`src/rtl/core/sfe_pkg.sv`:
```
// Shared types and constants of the serial frame encoder.
package sfe_pkg;

  // Largest number of stream bytes that one request can produce
  localparam int unsigned BURST_MAX = 7;
  localparam int unsigned BURST_CNT_W = 3;

  // Configuration port widths
  localparam int unsigned CFG_IDX_W = 2;
  localparam int unsigned CFG_DATA_W = 9;

  // Register indexes on the configuration port
  localparam logic [CFG_IDX_W-1:0] REG_START_MARKER = 2'd0;
  localparam logic [CFG_IDX_W-1:0] REG_STOP_MARKER  = 2'd1;
  localparam logic [CFG_IDX_W-1:0] REG_LENGTH_LIMIT = 2'd2;

  // Register reset values
  localparam logic [7:0] START_MARKER_RST = 8'hAA;
  localparam logic [7:0] STOP_MARKER_RST  = 8'h55;
  localparam logic [8:0] LENGTH_LIMIT_RST = 9'd256;

  // Configuration register set
  typedef struct packed {
    logic [7:0] start_marker;
    logic [7:0] stop_marker;
    logic [8:0] length_limit;
  } cfg_t;

  // One byte of the framed stream with its flags
  typedef struct packed {
    logic [7:0] tx_byte;
    logic       frame_end;
    logic       rejected;
  } entry_t;

  // All stream bytes caused by one request; ent[0] goes out first
  typedef struct packed {
    logic [BURST_CNT_W-1:0]     count;
    entry_t [BURST_MAX-1:0]     ent;
  } burst_t;

endpackage

```
`src/rtl/core/sfe_if.sv`:
```
// Channel interfaces of the serial frame encoder: input, result and configuration.
interface sfe_in_if;
  logic        valid;
  logic        ready;
  logic        first;
  logic [7:0]  msg_id;
  logic [15:0] payload_len;
  logic [7:0]  data_byte;

  modport source (output valid, output first, output msg_id, output payload_len,
                  output data_byte, input ready);
  modport sink (input valid, input first, input msg_id, input payload_len,
                input data_byte, output ready);
endinterface

interface sfe_out_if;
  logic       valid;
  logic       ready;
  logic [7:0] tx_byte;
  logic       run_last;
  logic       frame_end;
  logic       rejected;

  modport source (output valid, output tx_byte, output run_last, output frame_end,
                  output rejected, input ready);
  modport sink (input valid, input tx_byte, input run_last, input frame_end,
                input rejected, output ready);
endinterface

interface sfe_cfg_if;
  logic                         valid;
  logic                         ready;
  logic [sfe_pkg::CFG_IDX_W-1:0]  index;
  logic [sfe_pkg::CFG_DATA_W-1:0] wdata;

  modport source (output valid, output index, output wdata, input ready);
  modport sink (input valid, input index, input wdata, output ready);
endinterface

```
`src/rtl/core/sfe_cfg_regs.sv`:
```
// Configuration register file of the serial frame encoder.
module sfe_cfg_regs (
  input  logic           clk,
  input  logic           rst_n,
  sfe_cfg_if.sink        cfg_chan,
  output sfe_pkg::cfg_t  cfg
);

  sfe_pkg::cfg_t cfg_r;
  sfe_pkg::cfg_t cfg_nxt;

  // Writes are always taken
  assign cfg_chan.ready = 1'b1;

  // Decode a write; unknown indexes are dropped
  always_comb begin
    cfg_nxt = cfg_r;
    if (cfg_chan.valid) begin
      case (cfg_chan.index)
        sfe_pkg::REG_START_MARKER: cfg_nxt.start_marker = cfg_chan.wdata[7:0];
        sfe_pkg::REG_STOP_MARKER:  cfg_nxt.stop_marker  = cfg_chan.wdata[7:0];
        sfe_pkg::REG_LENGTH_LIMIT: cfg_nxt.length_limit = cfg_chan.wdata;
        default: ;
      endcase
    end
  end

  always_ff @(posedge clk) begin
    if (!rst_n) begin
      cfg_r.start_marker <= sfe_pkg::START_MARKER_RST;
      cfg_r.stop_marker  <= sfe_pkg::STOP_MARKER_RST;
      cfg_r.length_limit <= sfe_pkg::LENGTH_LIMIT_RST;
    end else begin
      cfg_r <= cfg_nxt;
    end
  end

  assign cfg = cfg_r;

endmodule

```
`src/rtl/core/sfe_frame_logic.sv`:
```
// Frame state and per-request byte burst builder of the serial frame encoder.
module sfe_frame_logic #(
  parameter int unsigned MAX_PAYLOAD = 256
) (
  input  logic            clk,
  input  logic            rst_n,
  input  logic            accept,
  input  logic            first,
  input  logic [7:0]      msg_id,
  input  logic [15:0]     payload_len,
  input  logic [7:0]      data_byte,
  input  sfe_pkg::cfg_t   cfg,
  output sfe_pkg::burst_t burst
);

  localparam logic [15:0] MaxLen = 16'(MAX_PAYLOAD);

  logic        open_r,  open_nxt;
  logic [15:0] exp_r,   exp_nxt;
  logic [15:0] sent_r,  sent_nxt;
  logic [7:0]  sum_r,   sum_nxt;

  logic [15:0] limit_cfg;
  logic [15:0] limit_eff;
  logic        too_long;
  logic [7:0]  len_lo;
  logic [7:0]  len_hi;
  logic [7:0]  hdr_sum;
  logic [7:0]  hdr_data_sum;
  logic [7:0]  run_sum;
  logic [15:0] sent_inc;

  // Limit in force is the smaller of the register and the build maximum
  assign limit_cfg = {7'd0, cfg.length_limit};
  assign limit_eff = (MaxLen < limit_cfg) ? MaxLen : limit_cfg;
  assign too_long  = payload_len > limit_eff;

  assign len_lo       = payload_len[7:0];
  assign len_hi       = payload_len[15:8];
  assign hdr_sum      = msg_id + len_lo + len_hi;
  assign hdr_data_sum = hdr_sum + data_byte;
  assign run_sum      = sum_r + data_byte;
  assign sent_inc     = sent_r + 16'd1;

  // Build the burst and the next frame state
  always_comb begin
    burst    = '0;
    open_nxt = open_r;
    exp_nxt  = exp_r;
    sent_nxt = sent_r;
    sum_nxt  = sum_r;
    if (first) begin
      open_nxt = 1'b0;
      if (too_long) begin
        burst.ent[0] = '{tx_byte: 8'd0, frame_end: 1'b0, rejected: 1'b1};
        burst.count  = 3'd1;
      end else begin
        open_nxt = 1'b1;
        exp_nxt  = payload_len;
        sent_nxt = 16'd0;
        sum_nxt  = hdr_sum;
        burst.ent[0] = '{tx_byte: cfg.start_marker, frame_end: 1'b0, rejected: 1'b0};
        burst.ent[1] = '{tx_byte: msg_id, frame_end: 1'b0, rejected: 1'b0};
        burst.ent[2] = '{tx_byte: len_lo, frame_end: 1'b0, rejected: 1'b0};
        burst.ent[3] = '{tx_byte: len_hi, frame_end: 1'b0, rejected: 1'b0};
        if (payload_len == 16'd0) begin
          // empty payload: trailer right after the header
          burst.ent[4] = '{tx_byte: ~hdr_sum, frame_end: 1'b0, rejected: 1'b0};
          burst.ent[5] = '{tx_byte: cfg.stop_marker, frame_end: 1'b1, rejected: 1'b0};
          burst.count  = 3'd6;
          open_nxt     = 1'b0;
        end else begin
          burst.ent[4] = '{tx_byte: data_byte, frame_end: 1'b0, rejected: 1'b0};
          sum_nxt      = hdr_data_sum;
          sent_nxt     = 16'd1;
          if (payload_len == 16'd1) begin
            burst.ent[5] = '{tx_byte: ~hdr_data_sum, frame_end: 1'b0, rejected: 1'b0};
            burst.ent[6] = '{tx_byte: cfg.stop_marker, frame_end: 1'b1, rejected: 1'b0};
            burst.count  = 3'd7;
            open_nxt     = 1'b0;
          end else begin
            burst.count  = 3'd5;
          end
        end
      end
    end else if (open_r) begin
      // payload byte of an open frame
      burst.ent[0] = '{tx_byte: data_byte, frame_end: 1'b0, rejected: 1'b0};
      sum_nxt      = run_sum;
      sent_nxt     = sent_inc;
      if (sent_inc >= exp_r) begin
        burst.ent[1] = '{tx_byte: ~run_sum, frame_end: 1'b0, rejected: 1'b0};
        burst.ent[2] = '{tx_byte: cfg.stop_marker, frame_end: 1'b1, rejected: 1'b0};
        burst.count  = 3'd3;
        open_nxt     = 1'b0;
      end else begin
        burst.count  = 3'd1;
      end
    end
  end

  // Frame state advances on each accepted request
  always_ff @(posedge clk) begin
    if (!rst_n) begin
      open_r <= 1'b0;
      exp_r  <= 16'd0;
      sent_r <= 16'd0;
      sum_r  <= 8'd0;
    end else if (accept) begin
      open_r <= open_nxt;
      exp_r  <= exp_nxt;
      sent_r <= sent_nxt;
      sum_r  <= sum_nxt;
    end
  end

endmodule

```
`src/rtl/core/sfe_burst_out.sv`:
```
// Result register of the serial frame encoder: holds one burst and shifts it out.
module sfe_burst_out (
  input  logic            clk,
  input  logic            rst_n,
  input  logic            load,
  input  sfe_pkg::burst_t burst,
  output logic            load_ok,
  sfe_out_if.source       out_chan
);

  logic [sfe_pkg::BURST_CNT_W-1:0]          cnt_r, cnt_nxt;
  sfe_pkg::entry_t [sfe_pkg::BURST_MAX-1:0] ent_r, ent_nxt;
  sfe_pkg::entry_t [sfe_pkg::BURST_MAX-1:0] ent_shift;
  logic                                     take;

  assign take = out_chan.valid && out_chan.ready;

  // A new burst may load once the held one is empty or its last byte leaves
  assign load_ok = (cnt_r == '0) || ((cnt_r == 3'd1) && out_chan.ready);

  // Move every byte one place toward the output
  always_comb begin
    for (int i = 0; i < sfe_pkg::BURST_MAX - 1; i++) begin
      ent_shift[i] = ent_r[i+1];
    end
    ent_shift[sfe_pkg::BURST_MAX-1] = '0;
  end

  always_comb begin
    cnt_nxt = cnt_r;
    ent_nxt = ent_r;
    if (load) begin
      cnt_nxt = burst.count;
      ent_nxt = burst.ent;
    end else if (take) begin
      cnt_nxt = cnt_r - 3'd1;
      ent_nxt = ent_shift;
    end
  end

  always_ff @(posedge clk) begin
    if (!rst_n) begin
      cnt_r <= '0;
    end else begin
      cnt_r <= cnt_nxt;
    end
  end

  always_ff @(posedge clk) begin
    ent_r <= ent_nxt;
  end

  // Output side
  assign out_chan.valid     = cnt_r != '0;
  assign out_chan.tx_byte   = ent_r[0].tx_byte;
  assign out_chan.frame_end = ent_r[0].frame_end;
  assign out_chan.rejected  = ent_r[0].rejected;
  assign out_chan.run_last  = cnt_r == 3'd1;

`ifndef NO_ASSERTIONS
  // loading while bytes remain only happens as the last one leaves
  a_load_on_drain: assert property (@(posedge clk) disable iff (!rst_n)
    (load && out_chan.valid) |-> (cnt_r == 3'd1 && out_chan.ready))
    else $error("burst loaded over pending bytes");

  // burst length never exceeds the worst case
  a_cnt_range: assert property (@(posedge clk) disable iff (!rst_n)
    cnt_r <= 3'(sfe_pkg::BURST_MAX))
    else $error("burst count out of range");

  // a stop byte always closes the request's burst
  a_stop_last: assert property (@(posedge clk) disable iff (!rst_n)
    (out_chan.valid && out_chan.frame_end) |-> (out_chan.run_last && !out_chan.rejected))
    else $error("stop byte not last of burst");

  // a reject is a lone zero byte
  a_reject_form: assert property (@(posedge clk) disable iff (!rst_n)
    (out_chan.valid && out_chan.rejected) |->
      (out_chan.run_last && out_chan.tx_byte == 8'd0))
    else $error("malformed reject result");

  // after the last byte is taken with nothing loaded, the output goes idle
  a_drain_idle: assert property (@(posedge clk) disable iff (!rst_n)
    (take && out_chan.run_last && !load) |=> !out_chan.valid)
    else $error("output valid after drain");
`endif

endmodule

```
`src/rtl/core/serial_frame_encoder_core.sv`:
```
// Top level of the serial frame encoder: framing with start/stop markers and checksum.
//
//  channel   dir  handshake          payload
//  in_chan   in   valid/ready        first, msg_id, payload_len, data_byte
//  out_chan  out  valid/ready        tx_byte, run_last, frame_end, rejected
//  cfg_chan  in   valid/ready(=1)    index, wdata
//
// A request is taken once the held burst is empty or its last byte is leaving, and
// is turned into 0 to 7 stream bytes in one pass. Output runs at one byte per cycle
// while out_chan is ready, so payload bytes then stream at 1 per cycle and a frame
// header or trailer adds 4 or 2 bytes on the single output port.
// Reset (rst_n low, synchronous) clears the frame state, the burst count and the
// registers to their defaults. A stall on out_chan holds the burst and in_chan.
module serial_frame_encoder_core #(
  parameter int unsigned MAX_PAYLOAD = 256
) (
  input  logic      clk,
  input  logic      rst_n,
  sfe_in_if.sink    in_chan,
  sfe_out_if.source out_chan,
  sfe_cfg_if.sink   cfg_chan
);

  sfe_pkg::cfg_t   cfg;
  sfe_pkg::burst_t burst;
  logic            load_ok;
  logic            accept;

  assign in_chan.ready = load_ok;
  assign accept        = in_chan.valid && load_ok;

  // Registers
  sfe_cfg_regs u_cfg (
    .clk      (clk),
    .rst_n    (rst_n),
    .cfg_chan (cfg_chan),
    .cfg      (cfg)
  );

  // Frame state and burst build
  sfe_frame_logic #(
    .MAX_PAYLOAD (MAX_PAYLOAD)
  ) u_frame (
    .clk         (clk),
    .rst_n       (rst_n),
    .accept      (accept),
    .first       (in_chan.first),
    .msg_id      (in_chan.msg_id),
    .payload_len (in_chan.payload_len),
    .data_byte   (in_chan.data_byte),
    .cfg         (cfg),
    .burst       (burst)
  );

  // Result register and serializer
  sfe_burst_out u_out (
    .clk      (clk),
    .rst_n    (rst_n),
    .load     (accept),
    .burst    (burst),
    .load_ok  (load_ok),
    .out_chan (out_chan)
  );

endmodule
```
`src/flat_wrapper.sv`:
```
// flat-port wrapper written by rule: the top's interface ports become plain ports
module serial_frame_encoder_core_flat 
#(
  parameter int unsigned MAX_PAYLOAD = 256
)
  (clk, rst_n, in_chan_valid, in_chan_first, in_chan_msg_id, in_chan_payload_len, in_chan_data_byte, in_chan_ready, out_chan_valid, out_chan_tx_byte, out_chan_run_last, out_chan_frame_end, out_chan_rejected, out_chan_ready, cfg_chan_valid, cfg_chan_index, cfg_chan_wdata, cfg_chan_ready);
  sfe_in_if in_chan_i ();
  sfe_out_if out_chan_i ();
  sfe_cfg_if cfg_chan_i ();
  input  logic clk;
  input  logic rst_n;
  input wire logic [$bits(in_chan_i.valid)-1:0] in_chan_valid;
  input wire logic [$bits(in_chan_i.first)-1:0] in_chan_first;
  input wire logic [$bits(in_chan_i.msg_id)-1:0] in_chan_msg_id;
  input wire logic [$bits(in_chan_i.payload_len)-1:0] in_chan_payload_len;
  input wire logic [$bits(in_chan_i.data_byte)-1:0] in_chan_data_byte;
  output wire logic [$bits(in_chan_i.ready)-1:0] in_chan_ready;
  output wire logic [$bits(out_chan_i.valid)-1:0] out_chan_valid;
  output wire logic [$bits(out_chan_i.tx_byte)-1:0] out_chan_tx_byte;
  output wire logic [$bits(out_chan_i.run_last)-1:0] out_chan_run_last;
  output wire logic [$bits(out_chan_i.frame_end)-1:0] out_chan_frame_end;
  output wire logic [$bits(out_chan_i.rejected)-1:0] out_chan_rejected;
  input wire logic [$bits(out_chan_i.ready)-1:0] out_chan_ready;
  input wire logic [$bits(cfg_chan_i.valid)-1:0] cfg_chan_valid;
  input wire logic [$bits(cfg_chan_i.index)-1:0] cfg_chan_index;
  input wire logic [$bits(cfg_chan_i.wdata)-1:0] cfg_chan_wdata;
  output wire logic [$bits(cfg_chan_i.ready)-1:0] cfg_chan_ready;
  assign in_chan_i.valid = in_chan_valid;
  assign in_chan_i.first = in_chan_first;
  assign in_chan_i.msg_id = in_chan_msg_id;
  assign in_chan_i.payload_len = in_chan_payload_len;
  assign in_chan_i.data_byte = in_chan_data_byte;
  assign in_chan_ready = in_chan_i.ready;
  assign out_chan_valid = out_chan_i.valid;
  assign out_chan_tx_byte = out_chan_i.tx_byte;
  assign out_chan_run_last = out_chan_i.run_last;
  assign out_chan_frame_end = out_chan_i.frame_end;
  assign out_chan_rejected = out_chan_i.rejected;
  assign out_chan_i.ready = out_chan_ready;
  assign cfg_chan_i.valid = cfg_chan_valid;
  assign cfg_chan_i.index = cfg_chan_index;
  assign cfg_chan_i.wdata = cfg_chan_wdata;
  assign cfg_chan_ready = cfg_chan_i.ready;
  serial_frame_encoder_core #(.MAX_PAYLOAD(MAX_PAYLOAD)) u_core (.clk(clk), .rst_n(rst_n), .in_chan(in_chan_i), .out_chan(out_chan_i), .cfg_chan(cfg_chan_i));
endmodule
```
`config.mk`:
```
export PLATFORM = sky130hd
export DESIGN_NAME = serial_frame_encoder_core_flat
export DESIGN_NICKNAME = d
export VERILOG_FILES = /design/src/rtl/core/sfe_pkg.sv /design/src/rtl/core/sfe_if.sv /design/src/rtl/core/sfe_cfg_regs.sv /design/src/rtl/core/sfe_frame_logic.sv /design/src/rtl/core/sfe_burst_out.sv /design/src/rtl/core/serial_frame_encoder_core.sv /design/src/flat_wrapper.sv
export SDC_FILE = /design/constraint.sdc
export NUM_CORES = 1
export LEC_CHECK = 0
export BUFFER_PORTS_ARGS = -buffer_cell sky130_fd_sc_hd__buf_2
export CAP_MARGIN = 5
export CORE_ASPECT_RATIO = 1.2
export CORE_MARGIN = 4
export CORE_UTILIZATION = 40
export DETAILED_ROUTE_END_ITERATION = 7
export HOLD_SLACK_MARGIN = 0.05
export PLACE_DENSITY = 0.65
export SYNTH_ARGS = -nofsm -noshare
export SYNTH_HDL_FRONTEND = slang
export SYNTH_SLANG_ARGS = --single-unit
```
`constraint.sdc`:
```
create_clock -name clk -period 6.8 [get_ports clk]
set_input_delay 0.34 -clock clk [delete_from_list [all_inputs] [get_ports clk]]
set_output_delay 0.34 -clock clk [all_outputs]
set_load 0.005 [all_outputs]
```
==> run metrics, run 1 <==
Via-to-Cell Ratio 5.55; Root Buffer clkbuf_16; Die W 133 microns; cell taking the most area after synthesis edfxtp_1; drt wl/cell 19.4 microns; EDFF count, synth 64; CP Launch Type flip-flop; DRT iter0 DRCs 524; ys async rst share 0%; CTS tree done; Post-CTS Setup Repair Bufs 0; first-pass GRT wire length 33,200 microns; final hold vios 0; status completed; Clock Skews 0.0100 ns; IO Count 63; TNS Setup 0 ns; hold_buf cts 0; DRT Pass-1 Iters 5; Global Route Usage Sum 20.8%; mean post-synth cell area 9.36 sq um; min Tclk post-route 4.10 ns; Area after DPL 7990 sq um; CTS clk-pin slew, worst paths 0.06 ns; Main synth FF type dfxtp_1; Area growth, synth to finish 13.4%; Slew Viols, Final 0; M1 WL 9430 microns; total global routing overflow 0; Synth top area share 25.4%; dpl hpwl 15,900 microns; WL met3 1260 microns; leak pwr 3.47 nW; syn nets 916; register area 3300 sq um; Critical Path RT 6.94 ns; Multi-input gate area 3860 sq um; die area 21,200 sq um; highest clock rate 244 MHz; CP endpoint kind flip-flop; Yosys reg bits 133; final setup fails 0; Fill cells 1,809; Max-Cap Viols 0; final WL 21,600 microns; layout cells sized above 1 12.3%; Starting Density 41.1%; DRC Markers 0; # H-tree levels 4; critical-path maximum fanout 18; count of different cell masters after synthesis 65; largest net degree at the start of global routing 62; Clk Latency, worst-skew pair 0.43 ns; mapped cell area 7560 sq um; nets 957; RSZ-0062 raised after global routing false; pwr/cell area 349 nW/um^2; critical path arrival 4.24 ns; Final Cell Area 8570 sq um; CTS resizes 0; Routed Antenna Nets 0; top layer in use met4; antenna violations before repair 0; vias in the first global route 5,889; Hold/Removal Path Class primary input to flip-flop; final worst path period share 60.2%; Yosys warning count 0; most frequent cells in the layout 101 x nand2_1, 71 x nor2_1, 69 x dfxtp_1; IO Port Bufs 61; met2 WL 10,200 microns; CTS buffer count 17; Die Ht 159 microns; kind of critical path flip-flop to flip-flop; most common cell after layout, fill and taps aside nand2_1; slew margin rel. 25.9%; total number of vias 6,177; clk buf depth 2; share of the yosys chip area belonging to registers 43.7%; GP Congestion 0.944; CORE AREA 18,400 sq um; Antenna Diode Count 0; Peak VDD IR 189 uV; Worst-Margin Slew 1.11 ns; Clock Sinks 133; FP Rows 54; synth top area cells edfxtp_1 25%, dfxtp_1 18%, ha_1 8.3%; Post-Synthesis Cells 807
==> state kept, by name (all words and copies together), names as in the netlist <==
register / flops
u_core.u_out.ent_r: 54
u_core.u_cfg.cfg: 25
u_core.u_frame.exp_r: 16
u_core.u_frame.sent_r: 16
u_core.u_frame.sum_r: 8
u_core.u_out.out_chan.tx_byte: 8
u_core.u_out.cnt_r: 3
u_core.u_frame.open_r: 1
u_core.u_out.out_chan.frame_end: 1
u_core.u_out.out_chan.rejected: 1
==> final timing paths <==
kind | start | endpoint | slack [ns] | cells past startpoint
setup / recovery | u_core.u_frame.sent_r[0]$_SDFFE_PN0P_ | u_core.u_out.ent_r[15]$_DFFE_PP_ | 2.70 | 11
hold / removal | cfg_chan_wdata[8] | u_core.u_cfg.cfg[8]$_SDFFE_PN1P_ | 0.14 | 3
setup reg to reg | u_core.u_frame.sent_r[0]$_SDFFE_PN0P_ | u_core.u_out.ent_r[15]$_DFFE_PP_ | 2.70 | 11
hold reg to reg | u_core.u_frame.exp_r[1]$_SDFFE_PN0P_ | u_core.u_frame.exp_r[1]$_SDFFE_PN0P_ | 0.45 | 2
==> cells in the mapped netlist, drive strengths merged, types with 8 or more instances <==
cell / count
nand2: 102
nor2: 73
dfxtp: 69
edfxtp: 64
o21ai: 64
a21oi: 56
ha: 50
inv: 46
clkbuf: 25
mux2i: 25
o211ai: 20
xnor2: 19
buf: 18
and2: 17
nand3: 14
xor2: 13
nor3: 12
nor2b: 11
a221oi: 10
fa: 10
a22oi: 8
==> cell type report <==
| type | instances | share of cell area (%) |
|---|---|---|
| clock buffer | 20 | 5.21 |
| clock inverter | 12 | 1.49 |
| inverter | 47 | 2.06 |
| multi-input combinational | 584 | 45.1 |
| sequential | 133 | 38.6 |
| tap | 252 | 3.68 |
| timing repair buffer | 65 | 3.91 |
==> cell families (layout without fill, tap and decap cells) <==
kind of cell,after synthesis,count (layout),share of synthesized area (%)
flops,133,133,43.7
fa+ha+maj,60,60,10.9
buf+inv,90,144,5.17
other cells,1,1,0.0496
compound gates,193,193,15.8
mux,25,25,3.31
xor+xnor,32,32,3.71
simple gates,273,273,17.4
==> through the flow <==
step	worst slack [ns]	total power (W)	util (%)	cells	hold slack, ns
after floorplan	3.40	0.00183	-	807	0.430
after global placement	3.02	0.00207	43.5	1081	0.445
after detailed placement	2.81	0.00209	43.5	1081	0.448
after CTS	2.78	0.00300	46.6	1113	0.128
after global routing	2.41	0.00315	46.6	1113	0.152
final	2.70	0.00299	46.6	1113	0.139
==> critical path: stages (launching register included) <==
cell       delay, ns
dfxtp_1         0.42
ha_1            0.29
nand3_1         0.18
nor4_1          0.55
xor2_1          0.14
ha_1            0.32
nor2b_1         0.13
o21ai_0         0.16
a21oi_1         0.08
a2111oi_0       0.64
nand2b_1        0.67
o21ai_0         0.23
==> metal layers <==
metal | GRT usage (%) | vias to the layer above
li1 | - | 2934
met1 | 27.1 | 2978
met2 | 34.1 | 224
met3 | 3.63 | 41
met4 | 9.60 | 0
met5 | 0 | -
==> power by group <==
part / leakage (nW) / internal [W] / total, W / switching [W]
logic: 1.99 / 0.000317 / 0.000857 / 0.000540
clock network: 0.276 / 0.000549 / 0.000911 / 0.000363
registers: 1.21 / 0.00115 / 0.00122 / 0.0000639
total: 3.47 / 0.00202 / 0.00299 / 0.000967
Power figures use the tool's default switching activity.
==> run 2, diff against run 1 <==
PLACE_DENSITY = 0.67   (was 0.65)
clock period = 3.39 ns   (was 6.8 ns; I/O delays follow)
==> run metrics, run 2 (synthesis gave the netlist of run 1 again) <==
status completed (unchanged); most used routing layer met2 (unchanged); Routed Antenna Nets 0 (unchanged); slew margin rel. 29.4% (was 25.9%); drt wl/cell 18.6 microns (was 19.4 microns); cell breakdown of the critical path nand2_1, or3_1, inv_1, nand2_1, xnor2_2, ha_1, a211oi_2, o21ai_1, a41oi_2, a2111oi_2, a2111oi_1, buf_4, nand2b_4, buf_4, o21ai_0 (was ha_1, nand3_1, nor4_1, xor2_1, ha_1, nor2b_1, o21ai_0, a21oi_1, a2111oi_0, nand2b_1, o21ai_0); DRT iter0 DRCs 468 (was 524); Via-to-Cell Ratio 5.52 (was 5.55); DRT Pass-1 Iters 7 (was 5); met2 usage 33.3% (was 34.1%); highest clock rate 308 MHz (was 244 MHz); Clk Latency, worst-skew pair 0.43 ns (about the same); Buf/Inv on CP 3 (was 0); final WL 21,600 microns (about the same); Worst-Margin Slew 1.06 ns (was 1.11 ns); Critical Path RT 3.55 ns (was 6.94 ns); vias in the first global route 6,016 (was 5,889); IO Count 63 (unchanged); CP Launch Type flip-flop (unchanged); first-pass GRT wire length 33,200 microns (about the same); CP endpoint kind flip-flop (unchanged); critical-path maximum fanout 5 (was 18); Top reg by flops u_core.u_out.ent_r (unchanged); Die W 133 microns (unchanged); critical path's top delay family compound AO/OA/AOI/OAI gates (was simple AND/OR/NAND/NOR gates); Max stage delay on crit path 0.40 ns (was 0.67 ns); Starting Density 41.1% (unchanged); Antenna Diode Count 0 (unchanged); Root Buffer clkbuf_16 (unchanged); most common cell after layout, fill and taps aside nand2_1 (unchanged); Global Route Usage Sum 20.5% (was 20.8%); critical path arrival 3.41 ns (was 4.24 ns); dpl hpwl 16,000 microns (was 15,900 microns); Die Ht 159 microns (unchanged); nets 1,004 (was 957); CTS clk-pin slew, worst paths 0.06 ns (about the same); Clock Skews 0.00862 ns (was 0.0100 ns); total global routing overflow 0 (unchanged); # H-tree levels 4 (unchanged); CORE AREA 18,400 sq um (unchanged); final worst path period share 95.6% (was 60.2%); CTS tree done (unchanged); grt met1 use 27.1% (about the same); Peak VDD IR 345 uV (was 189 uV); met3 Usage GRT 4.08% (was 3.63%); final hold vios 0 (unchanged); Hold/Removal Path Class primary input to flip-flop (unchanged); most frequent cells in the layout 101 x nand2_1, 70 x nor2_1, 67 x dfxtp_1 (was 101 x nand2_1, 71 x nor2_1, 69 x dfxtp_1); kind of critical path flip-flop to flip-flop (unchanged); FP Rows 54 (unchanged); clk buf depth 2 (unchanged); GP Congestion 0.921 (was 0.944); Worst Reg-to-Reg Cells 15 (was 11); final total power 0.00618 W (was 0.00299 W); fin util 49.3% (was 46.6%); Max-Cap Viols 0 (unchanged); Slew Viols, Final 0 (unchanged); Slowest-stage cell, CP or3_1 (was nand2b_1); largest net degree at the start of global routing 55 (was 62); die area 21,200 sq um (unchanged); total number of vias 6,398 (was 6,177); Clock Sinks 133 (unchanged); number of flip-flops under the largest register name 54 (unchanged); Crit path depth 15 (was 11); pwr/cell area 682 nW/um^2 (was 349 nW/um^2); Hold Crit Depth 4 (was 3); DRC Markers 0 (unchanged); antenna violations before repair 0 (unchanged); layout cells sized above 1 17.2% (was 12.3%); min Tclk post-route 3.24 ns (was 4.10 ns); final setup fails 0 (unchanged); IO Port Bufs 61 (unchanged); CTS buffer count 17 (unchanged); leak pwr 3.73 nW (was 3.47 nW); Area growth, synth to finish 19.8% (was 13.4%)
run 2: path summary, 6_finish.rpt:
path                                         start                                    end  slack (ns)
max          u_core.u_frame.sent_r[3]$_SDFFE_PN0P_       u_core.u_out.ent_r[16]$_DFFE_PP_        0.15
min                                 out_chan_ready     u_core.u_out.cnt_r[2]$_SDFFE_PN0P_        0.09
max reg2reg  u_core.u_frame.sent_r[3]$_SDFFE_PN0P_       u_core.u_out.ent_r[16]$_DFFE_PP_        0.15
min reg2reg  u_core.u_frame.exp_r[14]$_SDFFE_PN0P_  u_core.u_frame.exp_r[14]$_SDFFE_PN0P_        0.45
run 2: layout make-up:
type,count,area (sq um)
fillers,1758,9320
multi-input cells,584,3920
flip-flops and latches,133,3310
repair buffers,112,734
clock buffers,18,429
well taps,252,315
clock inverters,14,178
inverters,47,176
run 2: worst reg2reg max path, delay by kind of cell, from the launching register on:
kind / cells / cell delay (ns)
AO/OA/AOI/OAI: 6 / 1.01
XOR/XNOR: 1 / 0.15
adder cells (fa/ha/maj): 1 / 0.32
buffers and inverters: 3 / 0.45
flip-flops: 1 / 0.33
AND/OR/NAND/NOR: 4 / 0.71
run 2: power by group:
part,switching (W),internal (W),leakage [nW]
Combinational,0.00110,0.000715,2.24
Sequential,0.000136,0.00231,1.21
Clock,0.000752,0.00116,0.285
Total,0.00199,0.00419,3.73
run 2: what timing repair did:
item | in CTS | in global routing
hold endpoints to repair | 25 | 0
gates resized for setup | 0 | 19
setup buffers | 0 | 0
hold buffers | 9 | 0
endpoints found under the setup margin | 0 | 19
run 2: per-layer routing:
metal / up-vias / share of wire, %
li1: 3024 / -
met1: 3057 / 44
met2: 280 / 46
met3: 37 / 7.4
met4: 0 / 2.8
met5: - / 0
run 2: per-stage QoR:
| stage | TNS [ns] | cell area [sq um] | std cells | setup slack [ns] | hold WS, ns |
|---|---|---|---|---|---|
| 3_5_place_dp | -0.109 | 8280 | 1118 | -0.109 | 0.438 |
| 2_1_floorplan | 0 | 7560 | 807 | 0.160 | 0.295 |
| 3_3_place_gp | -0.0504 | 8280 | 1118 | -0.0504 | 0.432 |
| 5_1_grt | -0.0227 | 9050 | 1160 | -0.0136 | 0.0994 |
| 6_report | 0 | 9050 | 1160 | 0.148 | 0.0921 |
| 4_1_cts | 0 | 8980 | 1159 | 0.0124 | 0.0796 |
==> run 3, diff against run 2 <==
SYNTH_HIERARCHICAL = 1   (was default)
==> run metrics, run 3 <==
compound-gate portion of the synthesized area 14.0% (was 15.8%); Fill cells 1,938 (was 1,758); CTS clk-pin slew, worst paths 0.06 ns (about the same); Post-Synthesis Cells 848 (was 807); DRC Markers 0 (unchanged); count of different cell masters after synthesis 73 (was 65); CP endpoint kind flip-flop (unchanged); IO Port Bufs 61 (unchanged); clk buf depth 2 (unchanged); drt wl/cell 18.2 microns (was 18.6 microns); nets 1,045 (was 1,004); slew margin rel. 33.3% (was 29.4%); mapped cell area 8640 sq um (was 7560 sq um); EDFF count, synth 70 (was 64); largest net degree at the start of global routing 71 (was 55); Clk Latency, worst-skew pair 0.42 ns (was 0.43 ns); final setup fails 0 (unchanged); Slew Viols, Final 0 (unchanged); min Tclk post-route 3.27 ns (was 3.24 ns); Via-to-Cell Ratio 5.27 (was 5.52); Synth top area share 24.3% (was 25.4%); total number of vias 6,427 (was 6,398); Critical Path RT 3.56 ns (was 3.55 ns); antenna violations before repair 0 (unchanged); Worst R2R Setup Slack 0.15 ns (about the same); simple-gate share of the synthesized area 15.4% (was 17.4%); final hold vios 0 (unchanged); final total power 0.00602 W (was 0.00618 W); pwr/cell area 601 nW/um^2 (was 682 nW/um^2); die area 24,000 sq um (was 21,200 sq um); first-pass GRT wire length 34,600 microns (was 33,200 microns); share of the yosys chip area belonging to registers 40.3% (was 43.7%); vias in the first global route 6,335 (was 6,016); Synth Area in Adders 9.41% (was 10.9%); IO Count 63 (unchanged); most frequent cells in the layout 90 x nand2_1, 70 x edfxtp_1, 63 x dfxtp_1 (was 101 x nand2_1, 70 x nor2_1, 67 x dfxtp_1); pre-CTS setup slack -0.332 ns (was -0.109 ns); top cells by count, synth 91 x nand2_1, 70 x edfxtp_1, 69 x dfxtp_1 (was 101 x nand2_1, 71 x nor2_1, 69 x dfxtp_1); CP Launch Type primary input (was flip-flop); Starting Density 40.9% (was 41.1%); # H-tree levels 4 (unchanged); final WL 22,300 microns (was 21,600 microns); Die W 142 microns (was 133 microns); layout cells sized above 1 26.3% (was 17.2%); Peak VDD IR 554 uV (was 345 uV); Clock Skews 0.0135 ns (was 0.00862 ns); number of flip-flops under the largest register name 60 (was 54); Top reg by flops u_core/u_out/ent_r (was u_core.u_out.ent_r); most instantiated library cell after synthesis nand2_1 (unchanged); Area growth, synth to finish 15.9% (was 19.8%); Yosys reg bits 139 (was 133); Hold/Removal Path Class primary input to flip-flop (unchanged); Routed Antenna Nets 0 (unchanged); fin util 47.4% (was 49.3%); setup ws final 0.121 ns (was 0.148 ns); Antenna Diode Count 0 (unchanged); Clock Sinks 139 (was 133); GP Congestion 0.907 (was 0.921); total global routing overflow 0 (unchanged); Die Ht 169 microns (was 159 microns); highest clock rate 306 MHz (was 308 MHz); CTS buffer count 17 (unchanged); Hold Slack 0.0643 ns (was 0.0921 ns); critical-path maximum fanout 3 (was 5); mean post-synth cell area 10.2 sq um (was 9.36 sq um); CORE AREA 21,100 sq um (was 18,400 sq um); status completed (unchanged); Root Buffer clkbuf_16 (unchanged); leak pwr 4.22 nW (was 3.73 nW); Global Route Usage Sum 18.6% (was 20.5%); Main synth FF type edfxtp_1 (was dfxtp_1); kind of critical path primary input to flip-flop (was flip-flop to flip-flop); Area after DPL 9360 sq um (was 8280 sq um); Final Cell Area 10,000 sq um (was 9050 sq um); cell taking the most area after synthesis edfxtp_1 (unchanged); critical path arrival 3.43 ns (was 3.41 ns); ys async rst share 0% (unchanged); synth top area cells edfxtp_1 24%, dfxtp_1 16%, mux2_2 7.8% (was edfxtp_1 25%, dfxtp_1 18%, ha_1 8.3%); CTS tree done (unchanged); Yosys warning count 6 (was 0); largest family of logic cells by synthesized area simple AND/OR/NAND/NOR gates (unchanged); FP Rows 58 (was 54); final worst path period share 96.4% (was 95.6%); Max-Cap Viols 0 (unchanged); DRT iter0 DRCs 419 (was 468); most common cell after layout, fill and taps aside nand2_1 (unchanged); dpl hpwl 16,600 microns (was 16,000 microns); Synth Area in XOR/XNOR 3.45% (was 3.71%); Worst-Margin Slew 1.00 ns (was 1.06 ns); multiplexer share of the synthesized area 9.79% (was 3.31%); DRT Pass-1 Iters 4 (was 7)
## run 3: final cells by class
type | count | area [sq um] | share of cell area, %
Multi-Input combinational cell | 610 | 4620 | 46.2
Clock inverter | 14 | 134 | 1.34
Sequential cell | 139 | 3500 | 34.9
Inverter | 47 | 176 | 1.76
Clock buffer | 18 | 439 | 4.38
Timing Repair Buffer | 122 | 808 | 8.07
Tap cell | 270 | 338 | 3.37
## run 3: per-layer routing
metal	vias up	track usage [%]	routed length, microns
li1	3170	-	-
met1	3043	22.6	9310
met2	166	31.0	10800
met3	48	3.93	1090
met4	0	9.64	1040
met5	-	0	0
## run 3: where the power goes
group | switching [W] | total, W | internal [W]
Combinational | 0.000904 | 0.00172 | 0.000816
Clock | 0.000763 | 0.00181 | 0.00104
Sequential | 0.000117 | 0.00250 | 0.00238
Total | 0.00178 | 0.00602 | 0.00424
## run 3: critical path: stages
cell	delay [ns]
buf_2	0.12
inv_1	0.06
fa_1	0.54
inv_1	0.05
ha_2	0.19
fa_2	0.36
nand2_1	0.06
nand2_1	0.06
a21oi_2	0.14
xnor2_1	0.10
ha_2	0.18
or4_1	0.49
o22ai_2	0.16
xor2_2	0.21
xnor2_1	0.09
nor2_1	0.14
nor3_2	0.05
mux2_2	0.25
## run 3: cell families after synthesis
| kind of cell | after synthesis |
|---|---|
| AND/OR/NAND/NOR | 259 |
| AO/OA/AOI/OAI | 163 |
| flip-flops | 139 |
| buffers and inverters | 115 |
| multiplexers | 77 |
| adder cells (fa/ha/maj) | 59 |
| XOR/XNOR | 34 |
| other | 2 |
## run 3: final timing paths
path	from	depth (start not counted)	endpoint
min reg2reg	u_core/u_frame/sum_r[0]$_SDFFE_PN0P_	2	u_core/u_frame/sum_r[0]$_SDFFE_PN0P_
max reg2reg	u_core/u_frame/sent_r[5]$_SDFFE_PN0P_	15	u_core/u_out/ent_r[24]$_DFFE_PP_
min	cfg_chan_wdata[5]	3	u_core/u_cfg/cfg[5]$_SDFFE_PN0P_
max	in_chan_msg_id[1]	18	u_core/u_out/ent_r[59]$_DFFE_PP_
## run 3: repair_timing
item                                   4_1_cts  5_1_grt
endpoints found under the hold margin        4        0
hold buffers                                 3        0
resized for setup                            0       17
buffers inserted                             0        0
setup endpoints to repair                    0       16
## run 3: metrics by stage
stage / cells / setup TNS [ns]
2_1_floorplan: 864 / -0.0525
3_3_place_gp: 1185 / -0.505
3_5_place_dp: 1185 / -0.652
4_1_cts: 1220 / 0
5_1_grt: 1220 / -0.168
6_report: 1220 / 0
